[config.mk]
export PLATFORM = sky130hd
export DESIGN_NAME = eapol_key_phase_classifier_top
export DESIGN_NICKNAME = d
export VERILOG_FILES = /design/src/hdl/ekpc_pkg.sv /design/src/hdl/ekpc_front.sv /design/src/hdl/ekpc_queue.sv /design/src/hdl/ekpc_back.sv /design/src/hdl/eapol_key_phase_classifier_top.sv
export SDC_FILE = /design/constraint.sdc
export NUM_CORES = 1
export LEC_CHECK = 0
export BUFFER_PORTS_ARGS = -buffer_cell sky130_fd_sc_hd__buf_4
export CAP_MARGIN = 20
export CORE_AREA = 2 2 193 195
export CTS_BUF_LIST = sky130_fd_sc_hd__clkbuf_4 sky130_fd_sc_hd__clkbuf_8 sky130_fd_sc_hd__clkbuf_16
export CTS_CLUSTER_SIZE = 8
export DETAILED_ROUTE_END_ITERATION = 8
export DIE_AREA = 0 0 195 197
export SYNTH_ARGS = -nofsm -noshare
export SYNTH_HDL_FRONTEND = slang
export SYNTH_SLANG_ARGS = --single-unit
[constraint.sdc]
create_clock -name clk_i -period 5.8 [get_ports clk_i]
set_clock_uncertainty 0.1 [all_clocks]
set_input_delay 1.16 -clock clk_i [delete_from_list [all_inputs] [get_ports clk_i]]
set_output_delay 1.16 -clock clk_i [all_outputs]
set_load 0.05 [all_outputs]
[src/hdl/ekpc_pkg.sv]
`default_nettype none

package ekpc_pkg;

  // Sizing defaults
  localparam int COUNT_WIDTH_DEF = 16;
  localparam int QUEUE_DEPTH_DEF = 2;

  // MAC header lengths
  localparam logic [5:0] HDR_BASE  = 6'd24;
  localparam logic [5:0] HDR_ADDR4 = 6'd6;
  localparam logic [5:0] HDR_QOS   = 6'd2;
  // SNAP plus EAPOL header, minus one; added to the header length (frame position form)
  localparam logic [5:0] HDR_TAIL  = 6'd11;

  // LLC/SNAP pattern for EtherType 0x888E
  localparam logic [3:0] SNAP_LEN = 4'd8;
  localparam logic [7:0] SNAP_PATTERN [8] = '{
    8'hAA, 8'hAA, 8'h03, 8'h00, 8'h00, 8'h00, 8'h88, 8'h8E
  };

  // Byte offsets after the MAC header
  localparam logic [3:0] OFF_VERSION = 4'd8;
  localparam logic [3:0] OFF_KIND    = 4'd9;
  localparam logic [3:0] OFF_LEN_HI  = 4'd10;
  localparam logic [3:0] OFF_LEN_LO  = 4'd11;
  localparam logic [3:0] OFF_DESC    = 4'd12;
  localparam logic [3:0] OFF_KI_HI   = 4'd13;
  localparam logic [3:0] OFF_KI_LO   = 4'd14;

  // Frame and packet codes
  localparam logic [1:0] FTYPE_DATA   = 2'd2;
  localparam logic [7:0] KIND_KEY     = 8'd3;
  localparam logic [7:0] VER_MIN      = 8'd1;
  localparam logic [7:0] VER_MAX      = 8'd3;
  localparam logic [15:0] KEY_MIN_BODY = 16'd95;
  localparam logic [7:0] DESC_RC4     = 8'd1;
  localparam logic [7:0] DESC_RSN     = 8'd2;
  localparam logic [7:0] DESC_WPA     = 8'd254;

  // Key information bit positions
  localparam int KI_PAIRWISE = 3;
  localparam int KI_INSTALL  = 6;
  localparam int KI_ACK      = 7;
  localparam int KI_MIC      = 8;
  localparam int KI_SECURE   = 9;
  localparam int KI_ERROR    = 10;
  localparam int KI_REQUEST  = 11;

  // Handshake phase codes
  localparam logic [2:0] PH_NONE  = 3'd0;
  localparam logic [2:0] PH_OTHER = 3'd1;
  localparam logic [2:0] PH_MSG1  = 3'd2;
  localparam logic [2:0] PH_MSG2  = 3'd3;
  localparam logic [2:0] PH_MSG3  = 3'd4;
  localparam logic [2:0] PH_MSG4  = 3'd5;

  // Per-frame summary handed from the parser to the classifier
  typedef struct packed {
    logic [1:0]  ftype;
    logic        snap;
    logic [5:0]  hdr;
    logic [7:0]  version;
    logic [7:0]  kind;
    logic [15:0] body_length;
    logic [7:0]  descriptor;
    logic [15:0] key_info;
  } frame_rec_t;

endpackage

`default_nettype wire

[src/hdl/ekpc_front.sv]
`default_nettype none

module ekpc_front
  import ekpc_pkg::*;
#(
  parameter int COUNT_WIDTH = COUNT_WIDTH_DEF
) (
  input  wire logic                   clk_i,
  input  wire logic                   rst_ni,
  input  wire logic                   take_i,
  input  wire logic [7:0]             data_byte_i,
  input  wire logic                   last_byte_i,
  output      logic                   push_o,
  output      frame_rec_t             rec_o,
  output      logic [COUNT_WIDTH-1:0] pos_o
);

  frame_rec_t             st_q, st_d, upd;
  logic                   qos_q, qos_d;
  logic [COUNT_WIDTH-1:0] count_q, count_d;
  logic [COUNT_WIDTH-1:0] hdr_ext;
  logic [COUNT_WIDTH-1:0] rel;
  logic [3:0]             rel4;
  logic                   in_zone;

  assign hdr_ext = COUNT_WIDTH'(st_q.hdr);
  assign rel     = count_q - hdr_ext;
  assign rel4    = rel[3:0];
  assign in_zone = (count_q >= hdr_ext) && (rel[COUNT_WIDTH-1:4] == '0);

  always_comb begin
    upd     = st_q;
    qos_d   = qos_q;
    count_d = count_q;
    if (count_q == '0) begin
      upd.ftype = data_byte_i[3:2];
      upd.snap  = 1'b1;
      qos_d     = data_byte_i[7];
    end else if (count_q == COUNT_WIDTH'(1)) begin
      upd.hdr = HDR_BASE + ((data_byte_i[1:0] == 2'b11) ? HDR_ADDR4 : 6'd0)
              + (qos_q ? HDR_QOS : 6'd0);
    end else if (in_zone) begin
      if (rel4 < SNAP_LEN) begin
        if (data_byte_i != SNAP_PATTERN[rel4[2:0]]) begin
          upd.snap = 1'b0;
        end
      end else begin
        case (rel4)
          OFF_VERSION: upd.version                 = data_byte_i;
          OFF_KIND:    upd.kind                    = data_byte_i;
          OFF_LEN_HI:  upd.body_length[15:8]       = data_byte_i;
          OFF_LEN_LO:  upd.body_length[7:0]        = data_byte_i;
          OFF_DESC:    upd.descriptor              = data_byte_i;
          OFF_KI_HI:   upd.key_info[15:8]          = data_byte_i;
          OFF_KI_LO:   upd.key_info[7:0]           = data_byte_i;
          default:     upd.descriptor              = st_q.descriptor;
        endcase
      end
    end

    // Clear per-frame state after the last byte, else advance the position
    if (last_byte_i) begin
      st_d    = '0;
      qos_d   = 1'b0;
      count_d = '0;
    end else begin
      st_d = upd;
      if (count_q != '1) begin
        count_d = count_q + COUNT_WIDTH'(1);
      end
    end
  end

  always_ff @(posedge clk_i or negedge rst_ni) begin
    if (!rst_ni) begin
      st_q    <= '0;
      qos_q   <= 1'b0;
      count_q <= '0;
    end else if (take_i) begin
      st_q    <= st_d;
      qos_q   <= qos_d;
      count_q <= count_d;
    end
  end

  assign push_o = take_i && last_byte_i;
  assign rec_o  = upd;
  assign pos_o  = count_q;

endmodule

`default_nettype wire

[src/hdl/ekpc_queue.sv]
`default_nettype none

module ekpc_queue
  import ekpc_pkg::*;
#(
  parameter int DEPTH  = QUEUE_DEPTH_DEF,
  parameter int DATA_W = 8
) (
  input  wire logic              clk_i,
  input  wire logic              rst_ni,
  input  wire logic              push_i,
  input  wire logic [DATA_W-1:0] push_data_i,
  output      logic              full_o,
  output      logic              valid_o,
  output      logic [DATA_W-1:0] data_o,
  input  wire logic              pop_i
);

  localparam int PW = (DEPTH > 1) ? $clog2(DEPTH) : 1;
  localparam int CW = $clog2(DEPTH + 1);

  logic [DATA_W-1:0] mem_q [DEPTH];
  logic [PW-1:0]     wr_ptr_q, rd_ptr_q;
  logic [CW-1:0]     cnt_q;

  function automatic logic [PW-1:0] ptr_next(input logic [PW-1:0] p);
    logic [PW-1:0] r;
    if (p == PW'(DEPTH - 1)) begin
      r = '0;
    end else begin
      r = p + PW'(1);
    end
    return r;
  endfunction

  always_ff @(posedge clk_i) begin
    if (push_i) begin
      mem_q[wr_ptr_q] <= push_data_i;
    end
  end

  always_ff @(posedge clk_i or negedge rst_ni) begin
    if (!rst_ni) begin
      wr_ptr_q <= '0;
      rd_ptr_q <= '0;
      cnt_q    <= '0;
    end else begin
      if (push_i) begin
        wr_ptr_q <= ptr_next(wr_ptr_q);
      end
      if (pop_i) begin
        rd_ptr_q <= ptr_next(rd_ptr_q);
      end
      if (push_i && !pop_i) begin
        cnt_q <= cnt_q + CW'(1);
      end else if (pop_i && !push_i) begin
        cnt_q <= cnt_q - CW'(1);
      end
    end
  end

  assign full_o  = (cnt_q == CW'(DEPTH));
  assign valid_o = (cnt_q != '0);
  assign data_o  = mem_q[rd_ptr_q];

  a_no_overflow: assert property (@(posedge clk_i) disable iff (!rst_ni)
    push_i |-> !full_o) else $error("queue push while full");
  a_no_underflow: assert property (@(posedge clk_i) disable iff (!rst_ni)
    pop_i |-> valid_o) else $error("queue pop while empty");
  a_count_bound: assert property (@(posedge clk_i) disable iff (!rst_ni)
    valid_o && !pop_i && !push_i |=> valid_o) else $error("queue entry lost");

endmodule

`default_nettype wire

[src/hdl/ekpc_back.sv]
`default_nettype none

module ekpc_back
  import ekpc_pkg::*;
#(
  parameter int COUNT_WIDTH = COUNT_WIDTH_DEF
) (
  input  wire logic                   clk_i,
  input  wire logic                   rst_ni,
  input  wire logic                   rec_valid_i,
  input  wire frame_rec_t             rec_i,
  input  wire logic [COUNT_WIDTH-1:0] pos_i,
  output      logic                   pop_o,
  output      logic                   out_valid_o,
  input  wire logic                   out_stall_i,
  output      logic                   accepted_o,
  output      logic [5:0]             header_bytes_o,
  output      logic [1:0]             eapol_version_o,
  output      logic [7:0]             packet_kind_o,
  output      logic [15:0]            body_length_o,
  output      logic                   is_key_o,
  output      logic [7:0]             descriptor_kind_o,
  output      logic [15:0]            key_information_o,
  output      logic                   pairwise_key_o,
  output      logic [2:0]             phase_o
);

  localparam int LW = COUNT_WIDTH + 1;
  localparam int AW = (COUNT_WIDTH > 16) ? COUNT_WIDTH : 16;

  function automatic logic [2:0] key_phase(input logic [15:0] ki);
    logic [2:0] ph;
    ph = PH_OTHER;
    if (ki[KI_PAIRWISE] && !ki[KI_ERROR] && !ki[KI_REQUEST]) begin
      if (ki[KI_ACK] && !ki[KI_MIC]) begin
        ph = PH_MSG1;
      end else if (!ki[KI_ACK] && ki[KI_MIC] && !ki[KI_SECURE]) begin
        ph = PH_MSG2;
      end else if (ki[KI_ACK] && ki[KI_MIC] && (ki[KI_SECURE] || ki[KI_INSTALL])) begin
        ph = PH_MSG3;
      end else if (!ki[KI_ACK] && ki[KI_MIC] && ki[KI_SECURE]) begin
        ph = PH_MSG4;
      end
    end
    return ph;
  endfunction

  logic [5:0]    thr;
  logic [LW-1:0] diff;
  logic          fits, body_fits, ver_ok, desc_ok, key_kind, ok;
  logic          out_valid_q, out_valid_d;

  logic        accepted_q;
  logic [5:0]  header_q;
  logic [1:0]  version_q;
  logic [7:0]  kind_q, desc_q;
  logic [15:0] body_q, ki_q;
  logic        is_key_q, pairwise_q;
  logic [2:0]  phase_q;

  // Room after the EAPOL header: position minus (header + 11)
  assign thr       = rec_i.hdr + HDR_TAIL;
  assign diff      = {1'b0, pos_i} - LW'(thr);
  assign fits      = !diff[LW-1];
  assign body_fits = AW'(rec_i.body_length) <= AW'(diff[COUNT_WIDTH-1:0]);
  assign ver_ok    = (rec_i.version >= VER_MIN) && (rec_i.version <= VER_MAX);
  assign desc_ok   = (rec_i.descriptor == DESC_RC4) || (rec_i.descriptor == DESC_RSN)
                  || (rec_i.descriptor == DESC_WPA);
  assign key_kind  = (rec_i.kind == KIND_KEY);
  assign ok        = (pos_i != '0) && (rec_i.ftype == FTYPE_DATA) && rec_i.snap && fits
                  && ver_ok && body_fits
                  && (!key_kind || ((rec_i.body_length >= KEY_MIN_BODY) && desc_ok));

  assign pop_o = rec_valid_i && (!out_valid_q || !out_stall_i);

  always_comb begin
    if (pop_o) begin
      out_valid_d = 1'b1;
    end else if (!out_stall_i) begin
      out_valid_d = 1'b0;
    end else begin
      out_valid_d = out_valid_q;
    end
  end

  always_ff @(posedge clk_i or negedge rst_ni) begin
    if (!rst_ni) begin
      out_valid_q <= 1'b0;
    end else begin
      out_valid_q <= out_valid_d;
    end
  end

  always_ff @(posedge clk_i) begin
    if (pop_o) begin
      accepted_q <= ok;
      header_q   <= ok ? rec_i.hdr : 6'd0;
      version_q  <= ok ? rec_i.version[1:0] : 2'd0;
      kind_q     <= ok ? rec_i.kind : 8'd0;
      body_q     <= ok ? rec_i.body_length : 16'd0;
      is_key_q   <= ok && key_kind;
      desc_q     <= (ok && key_kind) ? rec_i.descriptor : 8'd0;
      ki_q       <= (ok && key_kind) ? rec_i.key_info : 16'd0;
      pairwise_q <= ok && key_kind && rec_i.key_info[KI_PAIRWISE];
      phase_q    <= (ok && key_kind) ? key_phase(rec_i.key_info) : PH_NONE;
    end
  end

  assign out_valid_o       = out_valid_q;
  assign accepted_o        = accepted_q;
  assign header_bytes_o    = header_q;
  assign eapol_version_o   = version_q;
  assign packet_kind_o     = kind_q;
  assign body_length_o     = body_q;
  assign is_key_o          = is_key_q;
  assign descriptor_kind_o = desc_q;
  assign key_information_o = ki_q;
  assign pairwise_key_o    = pairwise_q;
  assign phase_o           = phase_q;

  a_reject_zero: assert property (@(posedge clk_i) disable iff (!rst_ni)
    out_valid_o && !accepted_o |-> (header_bytes_o == 6'd0) && (phase_o == PH_NONE)
      && !is_key_o) else $error("rejected frame carries fields");
  a_key_phase: assert property (@(posedge clk_i) disable iff (!rst_ni)
    out_valid_o && is_key_o |-> accepted_o && (phase_o != PH_NONE))
    else $error("key result without phase");
  a_header_range: assert property (@(posedge clk_i) disable iff (!rst_ni)
    out_valid_o && accepted_o |-> (header_bytes_o >= HDR_BASE))
    else $error("accepted frame with short header");

endmodule

`default_nettype wire

[src/hdl/eapol_key_phase_classifier_top.sv]
// The last byte pushes the frame summary into the queue; the back stage registers the result.
// Unstalled throughput: one byte per cycle, one result per cycle for back-to-back short frames.
// The parser updates on every byte; a two-entry queue and the output register take up stalls.
// Input stall rises only when the frame queue is full behind a stalled output.
// Reset (rst_ni low, asynchronous) clears the byte position, frame state, queue and valid.
`default_nettype none

module eapol_key_phase_classifier_top
  import ekpc_pkg::*;
#(
  parameter int COUNT_WIDTH = COUNT_WIDTH_DEF,
  parameter int QUEUE_DEPTH = QUEUE_DEPTH_DEF
) (
  input  wire logic        clk_i,
  input  wire logic        rst_ni,
  input  wire logic        in_valid_i,
  output      logic        in_stall_o,
  input  wire logic [7:0]  data_byte_i,
  input  wire logic        last_byte_i,
  output      logic        out_valid_o,
  input  wire logic        out_stall_i,
  output      logic        accepted_o,
  output      logic [5:0]  header_bytes_o,
  output      logic [1:0]  eapol_version_o,
  output      logic [7:0]  packet_kind_o,
  output      logic [15:0] body_length_o,
  output      logic        is_key_o,
  output      logic [7:0]  descriptor_kind_o,
  output      logic [15:0] key_information_o,
  output      logic        pairwise_key_o,
  output      logic [2:0]  phase_o
);

  localparam int REC_W = $bits(frame_rec_t);
  localparam int Q_W   = REC_W + COUNT_WIDTH;

  logic                   take;
  logic                   push;
  frame_rec_t             front_rec, back_rec;
  logic [COUNT_WIDTH-1:0] front_pos, back_pos;
  logic                   q_full, q_valid, q_pop;
  logic [Q_W-1:0]         q_in, q_out;

  // Transfer a byte whenever the queue has room for a possible frame summary
  assign in_stall_o = q_full;
  assign take       = in_valid_i && !q_full;

  // Front: track position, header length, SNAP match and EAPOL fields
  ekpc_front #(
    .COUNT_WIDTH(COUNT_WIDTH)
  ) u_front (
    .clk_i       (clk_i),
    .rst_ni      (rst_ni),
    .take_i      (take),
    .data_byte_i (data_byte_i),
    .last_byte_i (last_byte_i),
    .push_o      (push),
    .rec_o       (front_rec),
    .pos_o       (front_pos)
  );

  // Hold finished frame summaries until the classifier drains them
  assign q_in = {front_pos, front_rec};

  ekpc_queue #(
    .DEPTH  (QUEUE_DEPTH),
    .DATA_W (Q_W)
  ) u_queue (
    .clk_i       (clk_i),
    .rst_ni      (rst_ni),
    .push_i      (push),
    .push_data_i (q_in),
    .full_o      (q_full),
    .valid_o     (q_valid),
    .data_o      (q_out),
    .pop_i       (q_pop)
  );

  assign back_rec = q_out[REC_W-1:0];
  assign back_pos = q_out[Q_W-1:REC_W];

  // Back: type, SNAP, version, length and descriptor checks, phase decode, output register
  ekpc_back #(
    .COUNT_WIDTH(COUNT_WIDTH)
  ) u_back (
    .clk_i             (clk_i),
    .rst_ni            (rst_ni),
    .rec_valid_i       (q_valid),
    .rec_i             (back_rec),
    .pos_i             (back_pos),
    .pop_o             (q_pop),
    .out_valid_o       (out_valid_o),
    .out_stall_i       (out_stall_i),
    .accepted_o        (accepted_o),
    .header_bytes_o    (header_bytes_o),
    .eapol_version_o   (eapol_version_o),
    .packet_kind_o     (packet_kind_o),
    .body_length_o     (body_length_o),
    .is_key_o          (is_key_o),
    .descriptor_kind_o (descriptor_kind_o),
    .key_information_o (key_information_o),
    .pairwise_key_o    (pairwise_key_o),
    .phase_o           (phase_o)
  );

endmodule

`default_nettype wire

Word-level counts from Yosys, hierarchy flattened. Memory sizes are Yosys's and may differ from the RTL's. Index checks and enable logic that the tools add are counted.

Register bits: 149. Bits in latches: 0. Bits in writable memories: 162. Memory bits (read-only): 64. Bits of input ports: 13. Memories kept: 2.

$add $sub $neg: 10. Multiply operators: 0. Divide/modulo/power cells: 0. Order comparisons: 7. Equal/unequal tests: 18. Shift-type cells: 0. Muxes and demuxes: 40. Bitwise gates (word level): 3. Reduce and logical (&&, ||, !) cells: 52.

Memory list: u_queue.mem_q (words 2, width 81, read ports 1, clocked after memory_dff 0, wr ports 1, line ekpc_queue.sv:22) `logic [DATA_W-1:0] mem_q [DEPTH];`; (name not given) (words 8, width 8, read ports 1, clocked after memory_dff 0, wr ports 0, line ekpc_front.sv:44) `if (data_byte_i != SNAP_PATTERN[rel4[2:0]]) begin`.

Operators with widths (number): 56-bit two-way mux (3); 8-bit two-way mux (9); 65-bit two-way mux (1); 62-bit two-way mux (1); 16-bit two-way mux (2); 4-bit == test (second input constant) (7); 1-bit logical AND (24); 16-bit by 6-bit subtractor with 17-bit output (1); 16-bit by 1-bit adder with 16-bit output (second input constant) (1); 16-bit by 1-bit == test with 1-bit output (second input constant) (1); 8-bit by 2-bit == test with 1-bit output (second input constant) (2); 16-bit by 6-bit greater-or-equal comparator with 1-bit output (1); 16-bit by 7-bit greater-or-equal comparator with 1-bit output (second input constant) (1); 16-bit less-or-equal comparator (1); 16-bit logical NOT (1); 16-bit inequality test (second input constant) (1); 16-bit nonzero test (1); 16-bit by 6-bit subtractor with 16-bit output (1); 1-bit two-way mux (14); 1-bit logical NOT (12); 12-bit logical NOT (1); 2-bit two-way mux (6); 3-bit two-way mux (3); 8-bit by 1-bit == test with 1-bit output (second input constant) (1); 21 further kinds (34).

Logic depth before layout (Yosys ltp).
Depth after elaboration: 12. Depth in mapped cells: 26. Mapped depth without buffers: 20.

Cells and area by module. A second synthesis with hierarchy kept.

Cell total of the unflattened synthesis: 1170. Area total of the unflattened synthesis: 16179.3 um2.

By module, submodules not included: ekpc_queue (times used 1, cells an instance 268, area an instance 6433.7 um2); ekpc_front (times used 1, cells an instance 581, area an instance 5634.2 um2); ekpc_back (times used 1, cells an instance 320, area an instance 4097.7 um2); eapol_key_phase_classifier_top (times used 1, cells an instance 1, area an instance 13.8 um2).

Least setup slack after synthesis. OpenSTA, ideal clock, no wires.

Kind: input to register. Start: input last_byte_i. End: memory u_queue.mem_q[0][0] (netlist name), enable pin. Arrival: 5506 ps. Slack: -336 ps. Stages: 4. Buffers on the path: 2. Cell sequence: clkbuf_1 -> and3_1 -> clkbuf_1 -> nor2b_1.

Longest elaborated chain between the ends: 3.

Ends and longest elaborated chain: from (decl) (line eapol_key_phase_classifier_top.sv:19) `input wire logic last_byte_i,`; 1-bit logical AND (line ekpc_front.sv:86) `assign push_o = take_i && last_byte_i;`; 1-bit two-way mux (line ekpc_queue.sv:37) `if (push_i) begin`; 1-bit two-way mux (implied by the code) (line ekpc_queue.sv:38) `mem_q[wr_ptr_q] <= push_data_i;`; to (decl) (line ekpc_queue.sv:22).

Every way passes these cells.

Final worst setup path.
Start: register u_queue.rd_ptr_q. End: register u_back.phase_q[1] (netlist: u_back.phase_o[1]) (data pin).

Longest elaborated chain between the ends: 10.

Ends and longest elaborated chain: from (decl) (line ekpc_queue.sv:23) `logic [PW-1:0] wr_ptr_q, rd_ptr_q;`; from (signal assigned) (line ekpc_queue.sv:52) `rd_ptr_q <= ptr_next(rd_ptr_q);`; memory 2 x 81 bit *; branches (longest 9 deep; another with 16-bit by 6-bit subtractor with 17-bit output); to (signal assigned) (line ekpc_back.sv:105) `phase_q <= (ok && key_kind) ? key_phase(rec_i.key_info) : PH_NONE;`; to (decl) (line ekpc_back.sv:59) `logic [2:0] phase_q;`.

Mark *: on every way between the ends. A chain may end at the register's enable or synchronous reset.

==> results.cfg <==
[cts]
holdBufCountCts = 0
clock_tree.root_cell = clkbuf_16
cts_num_sinks = 311
cts_buffers = 45
post_cts_resized = 0
cts_tree = yes
clk_latency_worst_skew_pair_ps = 550
cts.repair_timing.setup_buffer_count = 0
clkSlewWorstSetupHoldPaths_ps = 50
ctsLongestPathBuffers = 3
cts_max_level = 2

[critical_path]
cp-startpoint = u_queue.rd_ptr_q
worst_setup_path_start_kind = register
cp.required_ps = 6090
cp.arrival_ps = 5460
worst-r2r-cell-count = 20
critical_path.max_stage_delay_ps = 570
critical-path-slowest-cell = dfrtp_4
r2r_slack_ps = 630
worst-path-max-fanout = 16
path_cells = mux2i_1 -> ha_1 -> ha_1 -> nor2b_1 -> o21ai_0 -> a21boi_0 -> o21ai_0 -> a21boi_0 -> nand2b_1 -> nor3b_1 -> xor2_1 -> ha_1 -> a21o_1 -> a21o_1 -> a21oi_1 -> o21ai_0 -> o22ai_1 -> nand3_2 -> buf_4 -> nor3_1
worst_setup_path_end_kind = register
setup.worst_path.end = u_back.phase_o[1]
path_class = register to register
timing.rr.start = u_queue.rd_ptr_q
reg2reg_capture_point = u_back.phase_o[1]

[power]
p_leak_nw = 6.77
power_per_cell_area_mw_per_mm2 = 523
ir_worst_vdd_uv = 219

[final_layout]
final_nets = 1207
insertedDiodeCount = 0
post-route-cell-area_sq_mm = 0.0168
drive_gt1_share_pct = 22.0
area_occupied_by_multi_input_gates_sq_mm = 0.00507
syn2layout_area_growth_pct = 17.8
number_of_fill_cells = 3220
seq_area_sq_mm = 0.00891
final_core_util_pct = 46.5

[synth]
netlist-cell-type-count = 66
yosys-top-cells-area = edfxtp_1, dfrtp_1, mux2_2, mux2i_1, ha_1
synth.ff_latch_count = 311
syn-cell-area_sq_mm = 0.0143
seq_area_frac_synth_pct = 62.3
synth_async_sr_flop_share_pct = 28.0
syn_avg_cell_area_sq_um = 13.4
dominantRegCellSynth = edfxtp_1
mappedNetlistNets = 1122
synthesis.yosys.warnings = 0
synth.most_common_cell = edfxtp_1
yosysTopAreaCellShare_pct = 47.0
yosys.area.top_type = edfxtp_1
number_of_cells_produced_by_synthesis = 1071
number_of_enable_flip_flop_cells_after_synthesis = 224
synth_commonest_cells = edfxtp_1, dfrtp_1, nor2_1

[placed_design]
gp_congestion = 0.838
io_buffer_count = 76
place_area_sq_mm = 0.0154
pre_cts_slack_ps = 485
hpwlAfterDp_um = 21300

[floorplanning]
rows = 70
initial_core_utilization_pct = 39.4
core_sq_mm = 0.0363
die_width_um = 195
die_height_um = 197
full_die_area_sq_mm = 0.0384
count_of_boundary_i_o_pins = 77

[global_routing]
number_of_antenna_violations_at_the_first_check_in_global_routing = 0
globalRouteTotalUtil_pct = 17.3
grt_first_pass_wirelength_um = 51700
grt_residual_overflow = 0
grt_pass1_vias = 8974
largest_net_degree_at_the_start_of_global_routing = 82

[drt]
number_of_drc_markers_after_the_initial_detailed_route_iteration = 577
drc = 0
drt_pass1_iterations = 5
num_vias = 8902
wl_per_cell_um = 19.6
detail_route.vias_per_cell = 5.36
antenna_left = 0
postRouteWirelength_um = 32600

[timing]
finalSetupTns_ps = 0
report.final.slew_viol_count = 0
final.period_utilization_pct = 89.1
worst_setup_slack_after_layout_ps = 633
post-route-min-period_ps = 5170
timing.final.setup_violations = 0
tightest_slew_ps = 933
grt_setup_unrepaired = no
slew-limit-headroom_pct = 37.3
fmaxAchievable_mhz = 194
hold_violations = 0

[run_status]
run_status = complete, no violations

[job]
maxCapViolCount = 0

[worst_hold_path]
hp-start = u_front.st_q[48]
hp-class = register to register
[cell type report]
cell class                      count  share of cell area (%)
Sequential cell                   311                    52.9
Multi-Input combinational cell    672                    30.1
Clock buffer                       80                    8.24
Timing Repair Buffer               89                    4.08
Tap cell                          468                    3.48
Inverter                           37                   0.824
Clock inverter                      4                   0.401
[kinds of logic (layout without fill, tap and decap cells)]
group	Yosys count	after routing	synth area share [%]
simple gates	305	305	11.9
mux	120	120	8.99
fa+ha+maj	38	38	3.43
xor+xnor	45	45	2.76
buf+inv	88	210	2.51
flops	311	311	62.3
compound gates	164	164	8.18
[routing by layer]
| layer | wire (um) | vias up | part of all wire (%) | global-route usage (%) |
|---|---|---|---|---|
| met2 | 15000 | 213 | 46 | 27.5 |
| met3 | 1400 | 58 | 4.3 | 2.84 |
| li1 | - | 4193 | - | - |
| met1 | 15400 | 4438 | 47 | 24.2 |
| met4 | 779 | 0 | 2.4 | 5.65 |
| met5 | 0 | - | 0 | 0 |
[through the flow]
step	hold slack (ps)	total power, mW	std cells
floorplan	340	5.42	1071
global placement	383	6.20	1576
detailed placement	387	6.25	1576
CTS	403	8.87	1660
global route	413	9.32	1661
finish	399	8.81	1661
[sequential cells by signal, summed over array words and instances, names as in the netlist, 2 cells and up]
register / cells
u_back.body_length_o: 16
u_back.descriptor_kind_o: 8
u_back.eapol_version_o: 2
u_back.header_bytes_o: 6
u_back.key_information_o: 16
u_back.packet_kind_o: 8
u_back.phase_o: 3
u_front.hdr_ext: 6
u_front.pos_o: 16
u_front.st_q: 59
u_queue.cnt_q: 2
u_queue.mem_q: 162
[power by group]
part           switching, mW  internal (mW)
clock network          0.953           1.63
registers              0.191           2.89
logic                   2.04           1.10
total                   3.18           5.62
[critical path: cells and delay by family (launching register included)]
family | cells | cell delay, ps
adder cells (fa/ha/maj) | 3 | 860
buffers and inverters | 1 | 270
AND/OR/NAND/NOR | 5 | 1050
flip-flops | 1 | 570
AO/OA/AOI/OAI | 9 | 1570
XOR/XNOR | 1 | 200
multiplexers | 1 | 400
[worst min path at each step]
stage                      endpoint  slack (ps)  cells past startpoint
5_1_grt            u_front.st_q[10]         410                      1
2_1_floorplan  u_queue.mem_q[0][77]         340                      0
6_report           u_front.st_q[48]         400                      1
3_5_place_dp       u_front.st_q[12]         390                      1
4_1_cts            u_front.st_q[12]         400                      1
3_3_place_gp       u_front.st_q[63]         380                      1
[layout by cell type, fill, tap and decap left out, types with 22 or more instances in the layout]
master	count
ha_1	36
dfrtp_1	86
inv_1	36
mux2i_1	53
o21ai_0	45
clkbuf_4	35
xor2_1	28
nor3_1	37
a22o_1	43
clkbuf_16	45
nand3_1	22
nand2_1	43
mux2_2	67
nor2_1	76
edfxtp_1	224
buf_4	87
Power figures use the tool's default switching activity.
